### src/hw/rtl/rthsv_pkg.sv
`default_nettype none

package rthsv_pkg;

  // channel width
  localparam int unsigned CH_W    = 8;
  // quotient width of both dividers (hue and saturation)
  localparam int unsigned Q_W     = 8;
  // hue numerator N < 6*d <= 1530
  localparam int unsigned H_NUM_W = 11;
  // hue divisor 6*d
  localparam int unsigned H_DIV_W = 11;
  // hue dividend 255*N < 2^19
  localparam int unsigned H_REM_W = 19;
  // saturation dividend 255*d < 2^16
  localparam int unsigned S_REM_W = 16;
  // saturation divisor mx
  localparam int unsigned S_DIV_W = CH_W;

  // front (2) + one divider step per quotient bit + output register
  localparam int unsigned PIPE_DEPTH = 2 + Q_W + 1;

  // after max/min and sector selection
  typedef struct packed {
    logic [CH_W-1:0]    mx;
    logic [CH_W-1:0]    d;
    logic [H_NUM_W-1:0] num;
    logic               grey;
  } sect_t;

  // payload carried through the divider steps
  typedef struct packed {
    logic [H_REM_W-1:0] h_rem;
    logic [H_DIV_W-1:0] h_div;
    logic [Q_W-1:0]     h_q;
    logic [S_REM_W-1:0] s_rem;
    logic [S_DIV_W-1:0] s_div;
    logic [Q_W-1:0]     s_q;
    logic [CH_W-1:0]    mx;
    logic               grey;
  } div_t;

endpackage

`default_nettype wire

### src/hw/rtl/rthsv_rgb_if.sv
`default_nettype none

interface rthsv_rgb_if;
  import rthsv_pkg::*;

  logic            valid;
  logic            ready;
  logic [CH_W-1:0] red_in;
  logic [CH_W-1:0] green_in;
  logic [CH_W-1:0] blue_in;

  modport source (output valid, output red_in, output green_in, output blue_in,
                  input ready);
  modport sink   (input valid, input red_in, input green_in, input blue_in,
                  output ready);
endinterface

`default_nettype wire

### src/hw/rtl/rthsv_hsv_if.sv
`default_nettype none

interface rthsv_hsv_if;
  import rthsv_pkg::*;

  logic            valid;
  logic            ready;
  logic [CH_W-1:0] hue_out;
  logic [CH_W-1:0] sat_out;
  logic [CH_W-1:0] val_out;

  modport source (output valid, output hue_out, output sat_out, output val_out,
                  input ready);
  modport sink   (input valid, input hue_out, input sat_out, input val_out,
                  output ready);
endinterface

`default_nettype wire

### src/hw/rtl/rthsv_front.sv
`default_nettype none

// Two front stages: sector/numerator selection, then scaling by 255 and 6.
module rthsv_front
  import rthsv_pkg::*;
(
  input  logic            clk,
  input  logic            en_sect,
  input  logic            en_scale,
  input  logic [CH_W-1:0] red,
  input  logic [CH_W-1:0] green,
  input  logic [CH_W-1:0] blue,
  output div_t            scaled
);

  logic [CH_W-1:0]    mx_rg;
  logic [CH_W-1:0]    mn_rg;
  logic [CH_W-1:0]    mx;
  logic [CH_W-1:0]    mn;
  logic [CH_W-1:0]    d;
  logic [H_NUM_W-1:0] d_ext;
  logic [H_NUM_W-1:0] d6;
  logic [H_NUM_W-1:0] num;
  sect_t              sect_next;
  sect_t              sect;
  div_t               scaled_next;

  // max, min and spread
  always_comb begin
    mx_rg = (red > green) ? red : green;
    mn_rg = (red < green) ? red : green;
    mx    = (mx_rg > blue) ? mx_rg : blue;
    mn    = (mn_rg < blue) ? mn_rg : blue;
    d     = mx - mn;
    d_ext = H_NUM_W'(d);
    d6    = (d_ext << 2) + (d_ext << 1);
  end

  // hue numerator, first maximum in red, green, blue order wins
  always_comb begin
    priority if (red == mx) begin
      if (green >= blue) begin
        num = H_NUM_W'(green - blue);
      end else begin
        num = d6 - H_NUM_W'(blue - green);
      end
    end else if (green == mx) begin
      num = (d_ext << 1) + H_NUM_W'(blue) - H_NUM_W'(red);
    end else begin
      num = (d_ext << 2) + H_NUM_W'(red) - H_NUM_W'(green);
    end
  end

  always_comb begin
    sect_next.mx   = mx;
    sect_next.d    = d;
    sect_next.num  = num;
    sect_next.grey = (d == '0);
  end

  always_ff @(posedge clk) begin
    if (en_sect) begin
      sect <= sect_next;
    end
  end

  // 255*x as (x<<8)-x, divisor 6*d as (d<<2)+(d<<1)
  always_comb begin
    scaled_next.h_rem = (H_REM_W'(sect.num) << 8) - H_REM_W'(sect.num);
    scaled_next.h_div = (H_DIV_W'(sect.d) << 2) + (H_DIV_W'(sect.d) << 1);
    scaled_next.h_q   = '0;
    scaled_next.s_rem = (S_REM_W'(sect.d) << 8) - S_REM_W'(sect.d);
    scaled_next.s_div = sect.mx;
    scaled_next.s_q   = '0;
    scaled_next.mx    = sect.mx;
    scaled_next.grey  = sect.grey;
  end

  always_ff @(posedge clk) begin
    if (en_scale) begin
      scaled <= scaled_next;
    end
  end

endmodule

`default_nettype wire

### src/hw/rtl/rthsv_div_stage.sv
`default_nettype none

// One restoring-division step for hue and saturation: resolves quotient bit SHIFT.
module rthsv_div_stage
  import rthsv_pkg::*;
#(
  parameter int unsigned SHIFT = 0
) (
  input  logic clk,
  input  logic en,
  input  div_t din,
  output div_t dout
);

  logic [H_REM_W-1:0] h_trial;
  logic [S_REM_W-1:0] s_trial;
  logic               h_take;
  logic               s_take;
  div_t               dout_next;

  always_comb begin
    h_trial   = H_REM_W'(din.h_div) << SHIFT;
    s_trial   = S_REM_W'(din.s_div) << SHIFT;
    h_take    = (din.h_rem >= h_trial);
    s_take    = (din.s_rem >= s_trial);
    dout_next = din;
    if (h_take) begin
      dout_next.h_rem = din.h_rem - h_trial;
    end
    if (s_take) begin
      dout_next.s_rem = din.s_rem - s_trial;
    end
    dout_next.h_q[SHIFT] = h_take;
    dout_next.s_q[SHIFT] = s_take;
  end

  always_ff @(posedge clk) begin
    if (en) begin
      dout <= dout_next;
    end
  end

endmodule

`default_nettype wire

### src/hw/rtl/rgb_to_hsv_pixel.sv
`default_nettype none

// RGB to HSV converter, 8 bits per channel.
// rgb (sink): one pixel per item, red_in/green_in/blue_in.
// hsv (source): one result item per pixel, hue_out/sat_out/val_out, in order.
// hue spans 0..254 around the circle; for a grey pixel hue = val = red and
// sat = 0. sat = floor(255*d/max), val = max channel.
// Stages: two front stages, eight divider steps of one quotient bit each
// and one output register; the eight divider steps set the depth.
// Throughput: one item per cycle unless hsv stalls with every stage full.
// Each stage holds its own valid bit and moves forward whenever the next
// stage is empty or moving, so bubbles are squeezed out while hsv stalls and
// rgb.ready stays high until all 11 stages hold items.
// A stalled result holds steady until taken; nothing is lost or repeated.
// Reset (rst, synchronous) empties the pipeline; no items are in flight after.
module rgb_to_hsv_pixel
  import rthsv_pkg::*;
(
  input  logic       clk,
  input  logic       rst,
  rthsv_rgb_if.sink   rgb,
  rthsv_hsv_if.source hsv
);

  localparam int unsigned DIV_FIRST = 2;
  localparam int unsigned OUT_STG   = PIPE_DEPTH - 1;

  logic [PIPE_DEPTH-1:0] vld;
  logic [PIPE_DEPTH-1:0] en;
  logic [PIPE_DEPTH-1:0] vld_prev;
  div_t                  div_pipe [Q_W+1];
  logic [CH_W-1:0]       hue;
  logic [CH_W-1:0]       sat;
  logic [CH_W-1:0]       val;

  // stage advance: load when empty or when the downstream stage moves on
  genvar k;
  generate
    for (k = 0; k < PIPE_DEPTH - 1; k++) begin : g_en
      assign en[k] = !vld[k] || en[k+1];
    end
  endgenerate
  assign en[OUT_STG] = !vld[OUT_STG] || hsv.ready;

  assign vld_prev = {vld[PIPE_DEPTH-2:0], rgb.valid};
  assign rgb.ready = en[0];

  always_ff @(posedge clk) begin
    if (rst) begin
      vld <= '0;
    end else begin
      for (int i = 0; i < PIPE_DEPTH; i++) begin
        if (en[i]) begin
          vld[i] <= vld_prev[i];
        end
      end
    end
  end

  rthsv_front u_front (
    .clk      (clk),
    .en_sect  (en[0]),
    .en_scale (en[1]),
    .red      (rgb.red_in),
    .green    (rgb.green_in),
    .blue     (rgb.blue_in),
    .scaled   (div_pipe[0])
  );

  // divider steps, most significant quotient bit first
  generate
    for (k = 0; k < Q_W; k++) begin : g_div
      rthsv_div_stage #(
        .SHIFT (Q_W - 1 - k)
      ) u_div (
        .clk  (clk),
        .en   (en[DIV_FIRST + k]),
        .din  (div_pipe[k]),
        .dout (div_pipe[k+1])
      );
    end
  endgenerate

  // grey pixels bypass both quotients
  always_comb begin
    hue = div_pipe[Q_W].grey ? div_pipe[Q_W].mx : div_pipe[Q_W].h_q;
    sat = div_pipe[Q_W].grey ? '0 : div_pipe[Q_W].s_q;
    val = div_pipe[Q_W].mx;
  end

  always_ff @(posedge clk) begin
    if (en[OUT_STG]) begin
      hsv.hue_out <= hue;
      hsv.sat_out <= sat;
      hsv.val_out <= val;
    end
  end

  assign hsv.valid = vld[OUT_STG];

endmodule

`default_nettype wire

### src/flat_wrapper.sv
// flat-port wrapper written by rule: the top's interface ports become plain ports
module rgb_to_hsv_pixel_flat import rthsv_pkg::*;
  (clk, rst, rgb_valid, rgb_red_in, rgb_green_in, rgb_blue_in, rgb_ready, hsv_valid, hsv_hue_out, hsv_sat_out, hsv_val_out, hsv_ready);
  rthsv_rgb_if rgb_i ();
  rthsv_hsv_if hsv_i ();
  input  logic clk;
  input  logic rst;
  input wire logic [$bits(rgb_i.valid)-1:0] rgb_valid;
  input wire logic [$bits(rgb_i.red_in)-1:0] rgb_red_in;
  input wire logic [$bits(rgb_i.green_in)-1:0] rgb_green_in;
  input wire logic [$bits(rgb_i.blue_in)-1:0] rgb_blue_in;
  output wire logic [$bits(rgb_i.ready)-1:0] rgb_ready;
  output wire logic [$bits(hsv_i.valid)-1:0] hsv_valid;
  output wire logic [$bits(hsv_i.hue_out)-1:0] hsv_hue_out;
  output wire logic [$bits(hsv_i.sat_out)-1:0] hsv_sat_out;
  output wire logic [$bits(hsv_i.val_out)-1:0] hsv_val_out;
  input wire logic [$bits(hsv_i.ready)-1:0] hsv_ready;
  assign rgb_i.valid = rgb_valid;
  assign rgb_i.red_in = rgb_red_in;
  assign rgb_i.green_in = rgb_green_in;
  assign rgb_i.blue_in = rgb_blue_in;
  assign rgb_ready = rgb_i.ready;
  assign hsv_valid = hsv_i.valid;
  assign hsv_hue_out = hsv_i.hue_out;
  assign hsv_sat_out = hsv_i.sat_out;
  assign hsv_val_out = hsv_i.val_out;
  assign hsv_i.ready = hsv_ready;
  rgb_to_hsv_pixel u_core (.clk(clk), .rst(rst), .rgb(rgb_i), .hsv(hsv_i));
endmodule
### config.mk
export PLATFORM = sky130hd
export DESIGN_NAME = rgb_to_hsv_pixel_flat
export DESIGN_NICKNAME = d
export VERILOG_FILES = /design/src/hw/rtl/rthsv_pkg.sv /design/src/hw/rtl/rthsv_rgb_if.sv /design/src/hw/rtl/rthsv_hsv_if.sv /design/src/hw/rtl/rthsv_front.sv /design/src/hw/rtl/rthsv_div_stage.sv /design/src/hw/rtl/rgb_to_hsv_pixel.sv /design/src/flat_wrapper.sv
export SDC_FILE = /design/constraint.sdc
export NUM_CORES = 1
export LEC_CHECK = 0
export ABC_CLOCK_PERIOD_IN_PS = 21900
export BUFFER_PORTS_ARGS = -buffer_cell sky130_fd_sc_hd__clkbuf_2
export CORE_MARGIN = 1
export CORE_UTILIZATION = 55
export DETAILED_ROUTE_END_ITERATION = 8
export PLACE_DENSITY = 0.75
export SLEW_MARGIN = 20
export SYNTH_ARGS = -nofsm -noshare
export SYNTH_HDL_FRONTEND = slang
export SYNTH_HIERARCHICAL = 1
export SYNTH_SLANG_ARGS = --single-unit
### constraint.sdc
create_clock -name clk -period 21.9 [get_ports clk]
set_clock_uncertainty 0.1 [all_clocks]
set_input_delay 2.19 -clock clk [delete_from_list [all_inputs] [get_ports clk]]
set_output_delay 2.19 -clock clk [all_outputs]
set_load 0.1 [all_outputs]
==> results.py, run 1 <==
metrics = {
    "outcome": {
        "outcome": "completed",
    },
    "hold_path": {
        "hold_depth": 0,
        "min_path_type": "reg -> reg",
        "hold_start": "u_core/g_div[3].u_div/dout[47]$_DFFE_PP_",
        "hold_end": "u_core/g_div[4].u_div/dout[47]$_DFFE_PP_",
    },
    "setup_path": {
        "rr_startpoint": "u_core/g_div[5].u_div/dout[33]$_DFFE_PP_",
        "critPathTopFamily": "compound AO/OA/AOI/OAI gates",
        "crit_fanout": 30,
        "setup.worst_path.start_class": "primary input",
        "cpMaxStageDelayCell": "xor2_1",
        "ff2ff_setup_slack_ps": 18440,
        "path_buf_inv": 8,
        "crit_type": "in -> reg",
        "r2r_cells": 7,
        "r2r-end": "u_core/g_div[6].u_div/dout[38]$_DFFE_PP_",
        "cpMostUsedCell": "inv_1",
        "worstPathRequired_ps": 22130,
        "cp-end-kind": "register",
        "cpPeakStageDelay_ps": 750,
        "worst_ep_arrival_time_ps": 9790,
    },
    "yosys": {
        "ys_warn_count": 6,
        "synth_area_per_cell_um2": 12.0,
        "syn_inst": 2935,
        "syn_area_um2": 35100,
        "synth.net_count": 3255,
    },
    "finish": {
        "nets": 3325,
        "seq_area_um2": 19000,
        "drive_gt1_share_pct": 10.0,
        "multi_input_area_um2": 14500,
        "area.growth.synth_to_final_pct": 9.65,
        "fill_cells": 4869,
    },
    "route": {
        "antenna_violating_nets_post_route": 0,
        "via_per_inst": 5.66,
        "drtPass1Iterations": 6,
        "num_vias": 22100,
        "drtIter0Drc": 1366,
        "avgRoutedWirePerCell_um": 18.1,
        "drc": 0,
        "finalWirelength_um": 70600,
    },
    "sta": {
        "slew_viol_final": 0,
        "fmax_mhz": 105,
        "fin_hold_ws_ps": 297,
        "fin_crit_ps": 9560,
        "fin_setup_tns_ps": 0,
        "min_period_over_period_pct": 43.7,
        "finalSetupViolations": 0,
        "tightest_slew_ps": 1090,
        "final-hold-violation-count": 0,
        "slew_headroom_pct": 27.3,
        "rsz0062_at_grt": "no",
    },
    "global_routing": {
        "gr-total-overflow": 0,
        "grt_max_degree": 76,
        "grt_pass1_vias": 21900,
        "grt_usage_pct": 21.9,
        "grt_pass1_wl_um": 112000,
        "grt_antenna_before_repair": 0,
    },
    "floorplan": {
        "die_w_um": 255,
        "io_pins": 54,
        "rows": 92,
        "chipHeight_um": 255,
        "die_area_um2": 64900,
        "core_area_um2": 63100,
        "start_util_pct": 55.7,
    },
    "clocking": {
        "clk_latency_ps": 600,
        "root_buffer": "clkbuf_16",
        "holdBufCountCts": 0,
        "cts_resized": 0,
        "cts.sink_count": 637,
        "clockBufferDepth": 3,
        "cts_tree": "built",
        "numCtsBuffers": 67,
        "clk_pin_slew_worst_paths_ps": 60,
        "postCtsSetupRepairBufs": 0,
        "htree_levels": 3,
    },
    "power": {
        "powerDensity_nw_per_um2": 185,
        "p_leak_uw": 0.0156,
        "power_switching_uw": 2770,
        "ir_drop_mv": 0.146,
        "p_int_uw": 4350,
        "p_sw_share_pct": 38.9,
        "p_seq_share_pct": 33.9,
        "p_comb_share_pct": 49.5,
        "p_clk_share_pct": 16.6,
    },
    "place": {
        "port_buffers": 53,
        "place_congestion": 0.932,
        "hpwl_um": 54700,
    },
    "run": {
        "drv_cap": 0,
    },
}
## through the flow
step | setup WS, ps | util, % | power (uW) | instances | instance area, um^2
detailed placement | 11790 | 57.3 | 5910 | 3782 | 36200
floorplan | 12500 | - | 5120 | 2935 | 35100
finish | 12340 | 61.1 | 7120 | 3904 | 38500
global placement | 11910 | 57.3 | 5770 | 3782 | 36200
CTS | 12410 | 61.0 | 7120 | 3902 | 38500
global route | 11750 | 61.0 | 7620 | 3902 | 38500
## layer usage
layer	vias up	share of wire [%]	routed length, um	GRT usage [%]
met5	-	0	0	0
met2	546	52	37000	41.0
li1	10900	-	-	-
met1	10500	38	27000	23.7
met3	207	3.4	2390	2.56
met4	0	5.9	4190	13.1
## cells in the final DEF (no fill, tap or decap), types with 14 or more instances in the layout
cell type and count:
a211oi_1 19, a21o_1 44, a21oi_1 184, a21oi_2 19, clkbuf_1 14, clkbuf_16 68
clkbuf_2 53, edfxtp_1 626, fa_1 40, ha_1 252, inv_1 307, mux2_2 32
mux2i_1 31, nand2_1 164, nand2b_1 28, nand3_1 51, nand4_1 29, nor2_1 188
nor2b_1 49, nor3_1 45, nor4_1 25, o21a_1 32, o21ai_0 130, o21ai_1 27
o21bai_1 28, o31a_1 15, o31ai_1 22, or4_1 14, xnor2_1 130, xor2_1 70
## worst max path at each step
| stage | slack, ps | endpoint | depth (start not counted) | startpoint |
|---|---|---|---|---|
| after floorplan | 12500 | u_core/u_front/sect[11]$_DFFE_PP_ | 36 | rgb_red_in[0] |
| after global placement | 11910 | u_core/u_front/sect[11]$_DFFE_PP_ | 35 | rgb_red_in[0] |
| after detailed placement | 11790 | u_core/u_front/sect[11]$_DFFE_PP_ | 35 | rgb_red_in[0] |
| after CTS | 12410 | u_core/u_front/sect[11]$_DFFE_PP_ | 35 | rgb_red_in[0] |
| after global routing | 11750 | u_core/u_front/sect[11]$_DFFE_PP_ | 35 | rgb_red_in[0] |
| final | 12340 | u_core/u_front/sect[11]$_DFFE_PP_ | 35 | rgb_red_in[0] |
## power by group through the flow
| stage | combinational (uW) | sequential [uW] | clock [uW] |
|---|---|---|---|
| final | 3530 | 2420 | 1180 |
| after global routing | 3890 | 2480 | 1250 |
| after CTS | 3490 | 2420 | 1210 |
| after detailed placement | 3460 | 2440 | 0 |
| after global placement | 3350 | 2420 | 0 |
| after floorplan | 2750 | 2380 | 0 |
## state kept, by name (all words and copies together), names as in the netlist
name / count
u_core/u_front/scaled_next: 9
u_core/g_div.u_div/dout: 522
u_core/hsv.hue_out: 8
u_core/u_front/scaled: 52
u_core/hsv.val_out: 8
u_core/u_front/sect: 19
u_core/hsv.sat_out: 8
u_core/vld: 11
## layout make-up
type	instances	area share [%]
sequential	637	49.4
multi-input combinational	1919	37.8
clock buffer	85	4.66
inverter	314	3.07
tap	846	2.75
clock inverter	35	1.42
timing repair buffer	66	0.942
antenna	2	0.0130
No activity file was read; power rests on OpenSTA's default activity.
==> run 2, diff against run 1 <==
--- a/config.mk
+++ b/config.mk
@@ -5,7 +5,7 @@
 export SDC_FILE = /design/constraint.sdc
 export NUM_CORES = 1
 export LEC_CHECK = 0
-export ABC_CLOCK_PERIOD_IN_PS = 21900
+export ABC_CLOCK_PERIOD_IN_PS = 9500
 export BUFFER_PORTS_ARGS = -buffer_cell sky130_fd_sc_hd__clkbuf_2
 export CORE_MARGIN = 1
 export CORE_UTILIZATION = 55
==> constraint.sdc (replaced) <==
create_clock -name clk -period 9.5 [get_ports clk]
set_clock_uncertainty 0.1 [all_clocks]
set_input_delay 0.95 -clock clk [delete_from_list [all_inputs] [get_ports clk]]
set_output_delay 0.95 -clock clk [all_outputs]
set_load 0.1 [all_outputs]
==> results.py, run 2 (synthesized netlist as in run 1, its figures left out) <==
metrics = {
    "sta": {
        "slew_headroom_pct": 29.0,
        "fmax_mhz": 125,
        "fin_crit_ps": 8000,
        "rsz0062_at_grt": "no",
        "fin_hold_ws_ps": 312,
        "tightest_slew_ps": 1060,
        "min_period_over_period_pct": 84.2,
        "final-hold-violation-count": 0,
        "fin_setup_tns_ps": 0,
        "slew_viol_final": 0,
        "finalSetupViolations": 0,
    },
    "setup_path": {
        "cp-end-kind": "register",
        "worst_ep_arrival_time_ps": 8250,
        "cpPeakStageDelay_ps": 650,
        "crit_fanout": 10,
        "cpMostUsedCell": "inv_1",
        "crit_type": "in -> reg",
        "path_buf_inv": 7,
        "setup.worst_path.start_class": "primary input",
        "cp.depth": 34,
        "worstPathRequired_ps": 9750,
        "critPathTopFamily": "compound AO/OA/AOI/OAI gates",
        "r2r_cells": 7,
        "cpMaxStageDelayCell": "xor2_1",
    },
    "clocking": {
        "clockBufferDepth": 3,
        "clk_latency_ps": 610,
        "root_buffer": "clkbuf_16",
        "cts.sink_count": 637,
        "htree_levels": 3,
        "cts_resized": 0,
        "numCtsBuffers": 68,
        "holdBufCountCts": 0,
        "cts_tree": "built",
        "postCtsSetupRepairBufs": 0,
        "clk_pin_slew_worst_paths_ps": 60,
    },
    "floorplan": {
        "rows": 92,
        "chipHeight_um": 255,
        "io_pins": 54,
        "die_area_um2": 64900,
        "start_util_pct": 55.7,
        "die_w_um": 255,
        "core_area_um2": 63100,
    },
    "place": {
        "dpl.cell_count": 3784,
        "place_congestion": 0.945,
        "port_buffers": 53,
        "dpl-instance-area_um2": 36200,
        "hpwl_um": 55100,
    },
    "finish": {
        "drive_gt1_share_pct": 10.0,
        "layout_commonest_cell": "edfxtp_1",
        "n_antenna_cell": 0,
        "largest_register": "u_core/g_div.u_div/dout",
        "fill_cells": 4894,
        "fin_util_pct": 60.9,
        "top_regs": "u_core/g_div.u_div/dout x522, u_core/u_front/scaled x52, u_core/u_front/sect x19",
        "largest_reg_flops": 522,
        "final_cells": 3907,
        "area.growth.synth_to_final_pct": 9.29,
        "nets": 3328,
        "final_cell_mix": "edfxtp_1, inv_1, ha_1",
        "final_area_um2": 38400,
    },
    "route": {
        "via_per_inst": 5.65,
        "drc": 0,
        "num_vias": 22100,
        "avgRoutedWirePerCell_um": 18.3,
        "drtIter0Drc": 1305,
        "drtPass1Iterations": 7,
        "antenna_violating_nets_post_route": 0,
        "finalWirelength_um": 71500,
    },
    "power": {
        "p_leak_uw": 0.0155,
        "powerDensity_nw_per_um2": 423,
        "ir_drop_mv": 0.414,
    },
    "global_routing": {
        "gr-total-overflow": 0,
        "grt_pass1_vias": 22600,
        "grt_pass1_wl_um": 114000,
        "grt_usage_pct": 22.4,
        "grt_max_degree": 78,
        "grt_antenna_before_repair": 0,
    },
    "outcome": {
        "outcome": "completed",
    },
    "run": {
        "drv_cap": 0,
    },
    "hold_path": {
        "min_path_type": "reg -> reg",
        "hold_depth": 0,
    },
}
-- run 2: worst register-to-register path: stages (launching register included) --
cell      delay, ps
edfxtp_1        410
ha_1            260
or4_4           560
or4_4           450
a311o_1         380
nand2b_1        570
nor4b_1         370
xor2_1          140
-- run 2: cell type report --
class,instances,area [um^2],share of cell area [%]
Sequential cell,637,19000,49.5
Multi-Input combinational cell,1919,14500,37.9
Clock buffer,89,1810,4.72
Inverter,314,1180,3.08
Tap cell,846,1060,2.76
Clock inverter,34,398,1.04
Timing Repair Buffer,68,378,0.984
-- run 2: metrics by stage --
step                      setup WS (ps)  power, uW
after CTS                          1480      16300
after floorplan                    1340      11800
after detailed placement            865      13600
after global placement             1060      13300
after global routing                777      17400
final                              1500      16300
-- run 2: report_power, final --
group / internal [uW] / switching [uW] / leakage, uW
clock: 1480 / 1070 / 0.00105
combinational: 3500 / 4620 / 0.00785
sequential: 4850 / 736 / 0.00659
total: 9830 / 6420 / 0.0155
-- run 2: path summary, 6_finish.rpt --
path / endpoint / slack, ps / start
setup / recovery: u_core/u_front/sect[11]$_DFFE_PP_ / 1500 / rgb_red_in[0]
hold / removal: u_core/g_div[7].u_div/dout[44]$_DFFE_PP_ / 310 / u_core/g_div[6].u_div/dout[44]$_DFFE_PP_
setup reg to reg: u_core/g_div[6].u_div/dout[38]$_DFFE_PP_ / 6000 / u_core/g_div[5].u_div/dout[33]$_DFFE_PP_
hold reg to reg: u_core/g_div[7].u_div/dout[44]$_DFFE_PP_ / 310 / u_core/g_div[6].u_div/dout[44]$_DFFE_PP_
-- run 2: routing by layer --
layer / track usage (%) / wire [um] / up-vias
met5: 0 / 0 / -
met1: 23.8 / 27300 / 10500
li1: - / - / 10900
met2: 42.3 / 38000 / 510
met3: 2.93 / 2440 / 175
met4: 12.9 / 3810 / 0
